==> src/rtl/core/itpc_pkg.sv <==
// Shared types, character constants and helper functions for the infix-to-postfix converter.
`timescale 1ns / 1ps

package itpc_pkg;

  // Stack entry codes
  typedef logic [2:0] code_t;

  localparam code_t CODE_LPAR = 3'd0;
  localparam code_t CODE_ADD  = 3'd1;
  localparam code_t CODE_SUB  = 3'd2;
  localparam code_t CODE_MUL  = 3'd3;
  localparam code_t CODE_DIV  = 3'd4;

  // ASCII characters the converter reacts to
  localparam logic [7:0] CH_LPAR = 8'h28;
  localparam logic [7:0] CH_RPAR = 8'h29;
  localparam logic [7:0] CH_MUL  = 8'h2A;
  localparam logic [7:0] CH_ADD  = 8'h2B;
  localparam logic [7:0] CH_SUB  = 8'h2D;
  localparam logic [7:0] CH_DIV  = 8'h2F;
  localparam logic [7:0] CH_NUL  = 8'h00;

  // Commands from controller to datapath
  typedef struct packed {
    logic load;       // latch the input word
    logic emit_sym;   // send latched symbol to output
    logic emit_top;   // send stack top to output and pop it
    logic emit_term;  // send terminator, clear overflow flag
    logic push;       // push code of latched symbol
    logic drop;       // pop stack top without output
    logic rd;         // read stack top into read register
  } cmd_t;

  // Status from datapath to controller
  typedef struct packed {
    logic is_alnum;
    logic is_lpar;
    logic is_rpar;
    logic is_op;
    logic end_q;
    logic empty;
    logic top_lpar;
    logic top_ge;
    logic out_free;
    logic ovf;
  } sts_t;

  function automatic logic [7:0] code_char(input code_t c);
    logic [7:0] ch;
    case (c)
      CODE_LPAR: ch = CH_LPAR;
      CODE_ADD:  ch = CH_ADD;
      CODE_SUB:  ch = CH_SUB;
      CODE_MUL:  ch = CH_MUL;
      CODE_DIV:  ch = CH_DIV;
      default:   ch = CH_NUL;
    endcase
    return ch;
  endfunction

  function automatic logic [1:0] prec_of(input code_t c);
    logic [1:0] p;
    case (c)
      CODE_ADD, CODE_SUB: p = 2'd1;
      CODE_MUL, CODE_DIV: p = 2'd2;
      default:            p = 2'd0;
    endcase
    return p;
  endfunction

  function automatic code_t op_code(input logic [7:0] ch);
    code_t c;
    case (ch)
      CH_ADD:  c = CODE_ADD;
      CH_SUB:  c = CODE_SUB;
      CH_MUL:  c = CODE_MUL;
      CH_DIV:  c = CODE_DIV;
      default: c = CODE_LPAR;
    endcase
    return c;
  endfunction

  function automatic logic is_alnum_ch(input logic [7:0] ch);
    return (ch >= 8'h41 && ch <= 8'h5A) || (ch >= 8'h61 && ch <= 8'h7A) ||
           (ch >= 8'h30 && ch <= 8'h39);
  endfunction

endpackage

==> src/rtl/core/itpc_dp.sv <==
// Datapath: input latch, operator stack memory, stack count, overflow flag, output register.
`timescale 1ns / 1ps

module itpc_dp import itpc_pkg::*; #(
  parameter int STACK_DEPTH = 32
) (
  input  logic       clk,
  input  logic       rst,
  input  cmd_t       cmd,
  output sts_t       sts,
  input  logic [7:0] symbol,
  input  logic       end_of_expr,
  output logic [7:0] out_symbol,
  output logic       last,
  output logic       overflow,
  output logic       out_valid,
  input  logic       out_stall
);

  localparam int AW = $clog2(STACK_DEPTH);
  localparam int CW = $clog2(STACK_DEPTH + 1);

  logic [7:0]    sym_q;
  logic          end_q;
  code_t         mem [STACK_DEPTH];
  code_t         rd_data;
  logic [CW-1:0] count;
  logic [CW-1:0] count_next;
  logic [CW-1:0] count_m1;
  logic          ovf;
  logic          full;
  code_t         push_code;
  logic          do_push;

  // Input latch
  always_ff @(posedge clk) begin
    if (cmd.load) begin
      sym_q <= symbol;
      end_q <= end_of_expr;
    end
  end

  assign full      = (count == CW'(STACK_DEPTH));
  assign count_m1  = count - CW'(1);
  assign push_code = (sym_q == CH_LPAR) ? CODE_LPAR : op_code(sym_q);
  assign do_push   = cmd.push && !full;

  // Stack memory: one write, one registered read
  always_ff @(posedge clk) begin
    if (do_push) begin
      mem[count[AW-1:0]] <= push_code;
    end
    if (cmd.rd) begin
      rd_data <= mem[count_m1[AW-1:0]];
    end
  end

  // Stack count
  always_comb begin
    count_next = count;
    if (do_push) begin
      count_next = count + CW'(1);
    end else if (cmd.emit_top || cmd.drop) begin
      count_next = count_m1;
    end
  end

  always_ff @(posedge clk) begin
    if (rst) begin
      count <= '0;
    end else begin
      count <= count_next;
    end
  end

  // Sticky overflow flag
  always_ff @(posedge clk) begin
    if (rst) begin
      ovf <= 1'b0;
    end else if (cmd.emit_term) begin
      ovf <= 1'b0;
    end else if (cmd.push && full) begin
      ovf <= 1'b1;
    end
  end

  // Output word register
  always_ff @(posedge clk) begin
    if (cmd.emit_sym) begin
      out_symbol <= sym_q;
      last       <= 1'b0;
      overflow   <= ovf;
    end else if (cmd.emit_top) begin
      out_symbol <= code_char(rd_data);
      last       <= 1'b0;
      overflow   <= ovf;
    end else if (cmd.emit_term) begin
      out_symbol <= CH_NUL;
      last       <= 1'b1;
      overflow   <= ovf;
    end
  end

  always_ff @(posedge clk) begin
    if (rst) begin
      out_valid <= 1'b0;
    end else if (cmd.emit_sym || cmd.emit_top || cmd.emit_term) begin
      out_valid <= 1'b1;
    end else if (!out_stall) begin
      out_valid <= 1'b0;
    end
  end

  // Status back to controller
  always_comb begin
    sts.is_alnum = is_alnum_ch(sym_q);
    sts.is_lpar  = (sym_q == CH_LPAR);
    sts.is_rpar  = (sym_q == CH_RPAR);
    sts.is_op    = (sym_q == CH_ADD) || (sym_q == CH_SUB) ||
                   (sym_q == CH_MUL) || (sym_q == CH_DIV);
    sts.end_q    = end_q;
    sts.empty    = (count == '0);
    sts.top_lpar = (rd_data == CODE_LPAR);
    sts.top_ge   = (prec_of(rd_data) >= prec_of(op_code(sym_q)));
    sts.out_free = !out_valid || !out_stall;
    sts.ovf      = ovf;
  end

endmodule

==> src/rtl/core/itpc_ctrl.sv <==
// Controller: state machine sequencing classify, stack reads, pops, pushes and the final drain.
`timescale 1ns / 1ps

module itpc_ctrl import itpc_pkg::*; (
  input  logic clk,
  input  logic rst,
  input  logic in_valid,
  output logic in_stall,
  input  sts_t sts,
  output cmd_t cmd
);

  typedef enum logic [5:0] {
    S_IDLE  = 6'b000001,
    S_CLASS = 6'b000010,
    S_RD    = 6'b000100,
    S_EVAL  = 6'b001000,
    S_DRD   = 6'b010000,
    S_DEV   = 6'b100000
  } state_t;

  state_t state;
  state_t state_next;
  state_t after;

  // Where to go once the word itself is handled
  assign after = sts.end_q ? S_DRD : S_IDLE;

  assign in_stall = (state != S_IDLE);

  // Next state and commands
  always_comb begin
    cmd        = '0;
    state_next = state;
    case (state)
      S_IDLE: begin
        if (in_valid) begin
          cmd.load   = 1'b1;
          state_next = S_CLASS;
        end
      end
      S_CLASS: begin
        if (sts.is_alnum) begin
          if (sts.out_free) begin
            cmd.emit_sym = 1'b1;
            state_next   = after;
          end
        end else if (sts.is_lpar) begin
          cmd.push   = 1'b1;
          state_next = after;
        end else if (sts.is_rpar || sts.is_op) begin
          state_next = S_RD;
        end else begin
          state_next = after;
        end
      end
      S_RD: begin
        if (sts.empty) begin
          cmd.push   = sts.is_op;
          state_next = after;
        end else begin
          cmd.rd     = 1'b1;
          state_next = S_EVAL;
        end
      end
      S_EVAL: begin
        if (sts.is_rpar) begin
          if (sts.top_lpar) begin
            cmd.drop   = 1'b1;
            state_next = after;
          end else if (sts.out_free) begin
            cmd.emit_top = 1'b1;
            state_next   = S_RD;
          end
        end else if (sts.top_ge) begin
          if (sts.out_free) begin
            cmd.emit_top = 1'b1;
            state_next   = S_RD;
          end
        end else begin
          cmd.push   = 1'b1;
          state_next = after;
        end
      end
      S_DRD: begin
        if (sts.empty) begin
          if (sts.out_free) begin
            cmd.emit_term = 1'b1;
            state_next    = S_IDLE;
          end
        end else begin
          cmd.rd     = 1'b1;
          state_next = S_DEV;
        end
      end
      S_DEV: begin
        if (sts.out_free) begin
          cmd.emit_top = 1'b1;
          state_next   = S_DRD;
        end
      end
      default: begin
        state_next = S_IDLE;
      end
    endcase
  end

  always_ff @(posedge clk) begin
    if (rst) begin
      state <= S_IDLE;
    end else begin
      state <= state_next;
    end
  end

endmodule

==> src/rtl/core/infix_to_postfix_converter_unit.sv <==
// Top level of the infix-to-postfix converter: controller, datapath and checks.
`timescale 1ns / 1ps

// Converts an infix character stream to postfix with an operator stack (shunting-yard).
// One character is taken per input word; letters and digits pass through, + - * / and
// brackets go through a STACK_DEPTH-entry stack memory, and the word marked end_of_expr
// drains the stack and closes the output with a NUL word that has last set. Words are
// handled one at a time: each word is latched and then classified, and ')' or an operator
// then reads the stack top and pops operators until the stack is empty or it stops at a
// stacked entry; each stack read goes through the registered read port of the stack memory.
// The end drain reads and emits each stacked entry in turn and then the terminator. Output
// stall holds these steps only when a result word is still waiting in the output register.

module infix_to_postfix_converter_unit import itpc_pkg::*; #(
  parameter int STACK_DEPTH = 32
) (
  input  logic       clk,
  input  logic       rst,
  input  logic [7:0] symbol,
  input  logic       end_of_expr,
  input  logic       in_valid,
  output logic       in_stall,
  output logic [7:0] out_symbol,
  output logic       last,
  output logic       overflow,
  output logic       out_valid,
  input  logic       out_stall
);

  cmd_t cmd;
  sts_t sts;

  itpc_ctrl u_ctrl (
    .clk      (clk),
    .rst      (rst),
    .in_valid (in_valid),
    .in_stall (in_stall),
    .sts      (sts),
    .cmd      (cmd)
  );

  itpc_dp #(
    .STACK_DEPTH (STACK_DEPTH)
  ) u_dp (
    .clk         (clk),
    .rst         (rst),
    .cmd         (cmd),
    .sts         (sts),
    .symbol      (symbol),
    .end_of_expr (end_of_expr),
    .out_symbol  (out_symbol),
    .last        (last),
    .overflow    (overflow),
    .out_valid   (out_valid),
    .out_stall   (out_stall)
  );

  // Output register is only loaded when its word is gone or leaving
  a_emit_free: assert property (@(posedge clk) disable iff (rst)
    (cmd.emit_sym || cmd.emit_top || cmd.emit_term) |-> sts.out_free)
    else $error("output word overwritten");

  // Pops only from a non-empty stack
  a_pop_nonempty: assert property (@(posedge clk) disable iff (rst)
    (cmd.emit_top || cmd.drop) |-> !sts.empty)
    else $error("pop on empty stack");

  // After the terminator the stack is empty and the overflow flag cleared
  a_term_clean: assert property (@(posedge clk) disable iff (rst)
    cmd.emit_term |=> (sts.empty && !sts.ovf))
    else $error("state not cleared after terminator");

  // A taken word blocks the input until it is handled
  a_load_busy: assert property (@(posedge clk) disable iff (rst)
    cmd.load |=> in_stall)
    else $error("input not held off while busy");

endmodule
==> config.mk <==
export PLATFORM = sky130hd
export DESIGN_NAME = infix_to_postfix_converter_unit
export DESIGN_NICKNAME = d
export VERILOG_FILES = /design/src/rtl/core/itpc_pkg.sv /design/src/rtl/core/itpc_dp.sv /design/src/rtl/core/itpc_ctrl.sv /design/src/rtl/core/infix_to_postfix_converter_unit.sv
export SDC_FILE = /design/constraint.sdc
export NUM_CORES = 1
export LEC_CHECK = 0
export ABC_AREA = 1
export BUFFER_PORTS_ARGS = -buffer_cell sky130_fd_sc_hd__buf_2
export CORE_MARGIN = 2
export CORE_UTILIZATION = 35
export DETAILED_ROUTE_END_ITERATION = 8
export SLEW_MARGIN = 20
export SYNTH_ARGS = -nofsm -noshare
export SYNTH_HDL_FRONTEND = slang
export SYNTH_SLANG_ARGS = --single-unit
==> constraint.sdc <==
create_clock -name clk -period 3.48 [get_ports clk]
set_clock_uncertainty 0.2 [all_clocks]
set_input_delay 0 -clock clk [delete_from_list [all_inputs] [get_ports clk]]
set_output_delay 0 -clock clk [all_outputs]
set_load 0.05 [all_outputs]
## After elaboration in Yosys (flattened, before gate mapping)

Memory sizes are Yosys's and may differ from the RTL's. A register that Yosys moved wholly into a read port is not among the register bits.
Cells that the tools add are included.

| cells by class | value |
|---|---|
| add/sub/neg operators | 2 |
| $mul | 0 |
| divide/modulo/power cells | 0 |
| order comparisons | 7 |
| eq/ne operators | 27 |
| shift operators | 0 |
| mux-type cells | 54 |
| bitwise gates (word level) | 0 |
| reduce and logical (&&, ||, !) cells | 30 |

Operator list:

| cell | number |
|---|---|
| 6-bit 2-to-1 mux | 15 |
| 8-bit by 6-bit equality test with 1-bit output (second input constant) | 6 |
| 6-bit one-hot mux with 6 select lines | 1 |
| 6-bit one-hot mux with 5 select lines | 1 |
| 1-bit 2-to-1 mux | 27 |
| 8-bit 2-to-1 mux | 3 |
| 8-bit by 7-bit greater-or-equal comparator with 1-bit output (second input constant) | 2 |
| 8-bit by 7-bit less-or-equal comparator with 1-bit output (second input constant) | 2 |
| 2-bit OR reduction | 7 |
| 3-bit by 2-bit equality test with 1-bit output (second input constant) | 4 |
| 6-bit equality test (second input constant) | 2 |
| 3-bit one-hot mux with 4 select lines | 1 |
| 1-bit logical OR | 10 |
| 8-bit by 6-bit greater-or-equal comparator with 1-bit output (second input constant) | 1 |
| 8-bit by 6-bit less-or-equal comparator with 1-bit output (second input constant) | 1 |
| 2-bit one-hot mux with 2 select lines | 2 |
| 6-bit by 1-bit adder with 6-bit output (second input constant) | 1 |
| 3-bit by 1-bit equality test with 1-bit output (second input constant) | 2 |
| 3-bit equality test (second input constant) | 2 |
| 6-bit by 1-bit equality test with 1-bit output (second input constant) | 1 |
| 6-bit by 2-bit equality test with 1-bit output (second input constant) | 1 |
| 6-bit by 3-bit equality test with 1-bit output (second input constant) | 1 |
| 6-bit by 4-bit equality test with 1-bit output (second input constant) | 1 |
| 6-bit by 5-bit equality test with 1-bit output (second input constant) | 1 |
| 17 further kinds | 25 |

| storage, ports and cells | value |
|---|---|
| register bits | 33 |
| bits in latches | 0 |
| memory bits (writable) | 96 |
| memory bits (read-only) | 0 |
| input bits | 13 |
| output and inout port bits | 12 |
| logic and storage cells | 130 |
| memories | 1 |

Memories:

| name | words | width | rd ports | clocked after memory_dff | wr ports | line | RTL |
|---|---|---|---|---|---|---|---|
| u_dp.mem | 32 | 3 | 1 | 1 | 1 | itpc_dp.sv:25 | `code_t mem [STACK_DEPTH];` |

## Longest topological paths before layout

| logic depth | value |
|---|---|
| depth in word-level cells | 12 |
| mapped depth | 18 |
| mapped depth without buffers | 18 |

## Modules after synthesis

From an unflattened synthesis, not the netlist that was laid out.

| unflattened totals | value |
|---|---|
| cell total of the unflattened synthesis | 762 |
| area total of the unflattened synthesis | 6705.2 um^2 |

By module, submodules not included:

| module | times used | cells an instance | area each (um^2) | seq. area each (um^2) |
|---|---|---|---|---|
| itpc_dp | 1 | 649 | 6040.8 | 3693.5 |
| itpc_ctrl | 1 | 113 | 664.4 | 120.1 |

## Least setup slack after synthesis

No wires, ideal clock.

| timing path | value |
|---|---|
| kind | reg2reg |
| start | reg u_dp.sym_q[4] |
| end | mem u_dp.mem[28][0] (netlist name), enable pin |
| library setup time | 0.319 ns |
| arrival time | 2.617 ns |
| required time | 2.961 ns |
| path slack | 0.345 ns |
| cell stages (with the launch flop) | 17 |
| path buffers | 0 |
| period minus slack after synthesis | 3.135 ns |
| cells stage by stage | edfxtp_1 > inv_2 > nand2_1 > nor2_2 > nand2_1 > inv_1 > a21oi_1 > ha_1 > nand2_1 > nand3_1 > inv_1 > nand3_2 > nand3_4 > nand2_4 > inv_6 > nand2_4 > nor2_1 |

| between the ends | value |
|---|---|
| word-level cells in the longest chain between the ends | 12 |
| elaborated cells between the ends (all ways) | 38 |
| those cells by class | order compare (7); eq/ne (10); mux (10); reduce/logical (11) |

RTL lines:

| item | line | RTL |
|---|---|---|
| from (decl) | itpc_dp.sv:23 | `logic [7:0] sym_q;` |
| from (signal assigned) | itpc_dp.sv:38 | `sym_q <= symbol;` |
| 8-bit by 6-bit equality test with 1-bit output (on tied branches) | itpc_pkg.sv:74, itpc_dp.sv:120, itpc_dp.sv:119 |  |
| 3-bit one-hot mux with 4 select lines | itpc_pkg.sv:74 | `case (ch)` |
| 3-bit by 2-bit equality test with 1-bit output, or another cell as far along | itpc_pkg.sv:64 | `case (c)` |
| 2-bit OR reduction | itpc_pkg.sv:64 |  |
| 2-bit one-hot mux with 2 select lines | itpc_pkg.sv:64 |  |
| 2-bit greater-or-equal comparator | itpc_dp.sv:124 | `sts.top_ge = (prec_of(rd_data) >= prec_of(op_code(sym_q)));` |
| 1-bit 2-to-1 mux | itpc_ctrl.sv:75 | `end else if (sts.top_ge) begin` |
| 1-bit 2-to-1 mux | itpc_ctrl.sv:67 | `if (sts.is_rpar) begin` |
| 1-bit one-hot mux with 3 select lines (*) | itpc_ctrl.sv:35 | `case (state)` |
| 1-bit logical AND (*) | itpc_dp.sv:46 | `assign do_push = cmd.push && !full;` |
| 1-bit 2-to-1 mux (*) | itpc_dp.sv:50 | `if (do_push) begin` |
| 1-bit 2-to-1 mux (not written as such) (*) | itpc_dp.sv:51 | `mem[count[AW-1:0]] <= push_code;` |
| to (decl) | itpc_dp.sv:25 |  |

Mark *: on every way between the ends. The rest lies on a longest branch, timed or not.

## Worst setup path after layout

| timing path | value |
|---|---|
| start | reg u_dp.sym_q[4] |
| end | mem u_dp.mem[1][2] (netlist name), enable pin |

The elaborated chain is that of the path after synthesis.

==> qor.yml <==
crit_slowest_cell: "edfxtp_1"
crit_buf_inv: 3
viasPerCell: 5.15
grt-ovfl-total: 0
num-nets-final: 674
synthesis.nets: 634
critPathTopFamily: "simple AND/OR/NAND/NOR gates"
finalCritPeriodShare_pct: 90.7
worst_ep_required_time_ps: 3380
remaining_drc_errors: 0
powerDensity_nw_per_um2: 514
path_clk_slew_ps: 60
critical_path_class: "reg2reg"
period_minus_slack_ps: 3160
rows: 48
io_pins: 25
antenna_found_initial: 0
drt-pass1-iter-count: 5
multiInputGateArea_um2: 2110
hold_viol_final: 0
path_cells: "inv_2, nand2_1, nor2_2, nand2_1, o21ai_0, ha_1, nand2_1, nand3_1, inv_1, nand3_2, nand3_4, nand2_4, inv_6, nand2_4, nor2_1"
ir_drop_v: 0.000333
ys_warn_count: 0
rsz0062_at_grt: "no"
synth_top_family_by_area: "simple AND/OR/NAND/NOR gates"
crit_start: "u_dp.sym_q[4]$_DFFE_PP_"
drt_iter0_markers: 413
synthCells: 614
die_area_um2: 19000
wire_per_inst_um: 15.9
place_ws_ps: 332
num_antenna_cells: 0
synth-seq-cells: 132
cts_resized: 0
portBuffers: 24
grt_pass1_wl_mm: 23.1
cp_max_fo: 8
grt_pass1_vias: 4432
ys_seq_area_share_pct: 60.8
synth_compound_area_share_pct: 11.4
fin_util_pct: 42.1
cts_made_buffers: 17
grt_usage_pct: 16.3
end_kind: "flop"
area_growth_pct: 16.9
yosys.area_share.xor_xnor_pct: 1.54
finalPower_mw: 3.77
grt_max_degree: 55
cts_max_path_buffers: 2
final_cell_mix: "edfxtp_1 (117), nor2_1 (116), nand2_1 (70)"
place_congestion: 0.865
core_area_um2: 17400
initial_core_util_pct: 36.0
hpwl_mm: 9.45
syn_area_um2: 6270
stdcell_count: 891
clock_latency_ps: 430
wl_mm: 14.2
min_from: "end_of_expr"
worstMarginPinSlew_ps: 810
clockPowerShare_pct: 48.1
seq_area_um2: 3810
p_leak_nw: 2.81
cp_common_cell: "nand2_1"
drv_cap: 0
die_w_um: 138
root_buffer: "clkbuf_16"
clock_sinks: 132
power.switching_uw: 840
die_y_um: 138
worstPathArrival_ps: 3050
tns_ps: 0
internal-power_mw: 2.93
place_area_um2: 6610
relSlewSlack_pct: 45.8
fin_area_um2: 7330
combPwrFrac_pct: 5.2
maxSlewViolCount: 0
syn_area_per_cell_um2: 10.2
antenna_left: 0
final_common_cell: "edfxtp_1"
cp-start-kind: "flop"
nFillCells: 1623
dp_cells: 848
status: "completed"
max_stage_delay_ps: 450
tritoncts: "done"
cts_max_level: 4
timing.fmax_mhz: 317
r2r-start: "u_dp.sym_q[4]$_DFFE_PP_"
hp-class: "in2reg"
pwr-share-seq_pct: 46.7
p_sw_share_pct: 22.3
synth-simple-area-share_pct: 19.2
synth_fa_ha_area_share_pct: 1.40
synth.area.mux_share_pct: 0
hold_slack_ps: 89.1
synth_cell_types: 41
dr_total_vias: 4585
setup_viol: 0
final_layout_size_suffix_gt1_share_pct: 17.1
worst_slack_ps: 323
## worst reg2reg max path, delay by kind of cell, from the launching register on
| family | cells | cell delay, ps |
|---|---|---|
| simple gates | 10 | 1380 |
| buf+inv | 3 | 360 |
| compound gates | 1 | 200 |
| fa+ha+maj | 1 | 260 |
| flops | 1 | 450 |
## sequential cells by signal, indices dropped and copies added, names as in the netlist
| name | flops |
|---|---|
| u_dp.count | 6 |
| u_dp.sym_q | 8 |
| u_dp.out_valid | 1 |
| u_dp.rd_data | 3 |
| u_dp.end_q | 1 |
| u_dp.ovf | 1 |
| u_dp.mem | 96 |
| u_dp.last | 1 |
| u_dp.overflow | 1 |
| u_dp.out_symbol | 8 |
| u_ctrl.state | 6 |
## area by class of cell
| type | count | share of cell area (%) |
|---|---|---|
| Sequential cell | 132 | 52.0 |
| Multi-Input combinational cell | 399 | 28.8 |
| Clock buffer | 18 | 5.85 |
| Timing Repair Buffer | 42 | 3.89 |
| Tap cell | 225 | 3.84 |
| Inverter | 62 | 3.24 |
| Clock inverter | 13 | 2.36 |
## synthesized netlist by cell type
library cell    n  area [um2]
inv_6           1        8.76
nand4_1         6        37.5
nand2_2         3        18.8
nor3_1          7        35.0
nand4_4         1        21.3
o21ai_1        13        65.1
nor2_2         10        62.6
buf_1           2        7.51
inv_1          38         143
buf_2           4        20.0
dfxtp_1        15         300
o2111ai_1       1        8.76
o211a_1         1        10.0
xor2_1          6        52.6
nand3_2         4        40.0
a21oi_1        15        75.1
nand3b_1        1        7.51
edfxtp_1      117        3510
buf_6           2        22.5
nor4_2          1        12.5
a31oi_1         1        6.26
o211ai_1       19         143
o21ai_0        59         295
inv_2          20        75.1
clkbuf_1       10        37.5
nor2_4          2        22.5
clkinv_1        3        11.3
nand2_4         6        67.6
buf_4           3        22.5
nand3_4         1        17.5
ha_1            7        87.6
nand2_1        70         263
xnor2_4         1        27.5
nand4_2         1        12.5
nor2_1        116         435
conb_1          1        3.75
xor2_2          1        16.3
o22ai_1        11        68.8
nor3_2          1        10.0
o221ai_1        5        43.8
nand3_1        28         140
## metal layers
| layer | GRT usage [%] | part of all wire, % | vias up |
|---|---|---|---|
| met2 | 25.2 | 47 | 171 |
| met4 | 6.29 | 2.0 | 0 |
| met3 | 4.71 | 6.1 | 31 |
| met1 | 21.5 | 45 | 2168 |
| li1 | - | - | 2215 |
| met5 | 0 | 0 | - |
## power by group through the flow
stage                     sequential (mW)  combinational, mW  clock, mW
final                                1.76              0.196       1.81
after global routing                 1.76              0.213       1.91
after CTS                            1.76              0.195       1.83
after detailed placement             1.79              0.184          0
after global placement               1.79              0.180          0
after floorplan                      1.83             0.0995          0
## path summary, 6_finish.rpt
kind	end	slack, ps	depth (start not counted)
min reg2reg	u_dp.overflow$_DFFE_PP_	290	0
max	u_dp.mem[1][2]$_DFFE_PP_	320	15
max reg2reg	u_dp.mem[1][2]$_DFFE_PP_	320	15
min	u_dp.end_q$_DFFE_PP_	90	2
## timing repair
item / CTS / global route
buffers inserted: 0 / 0
endpoints found under the hold margin: 32 / 0
hold buffers: 12 / 0
setup endpoints to repair: 0 / 0
## logic make-up after synthesis
| family | Yosys count |
|---|---|
| buffers and inverters | 83 |
| flip-flops | 132 |
| XOR/XNOR | 8 |
| AO/OA/AOI/OAI | 125 |
| AND/OR/NAND/NOR | 258 |
| adder cells (fa/ha/maj) | 7 |
| other | 1 |
Note: power is estimated with default switching activity, not from simulation.
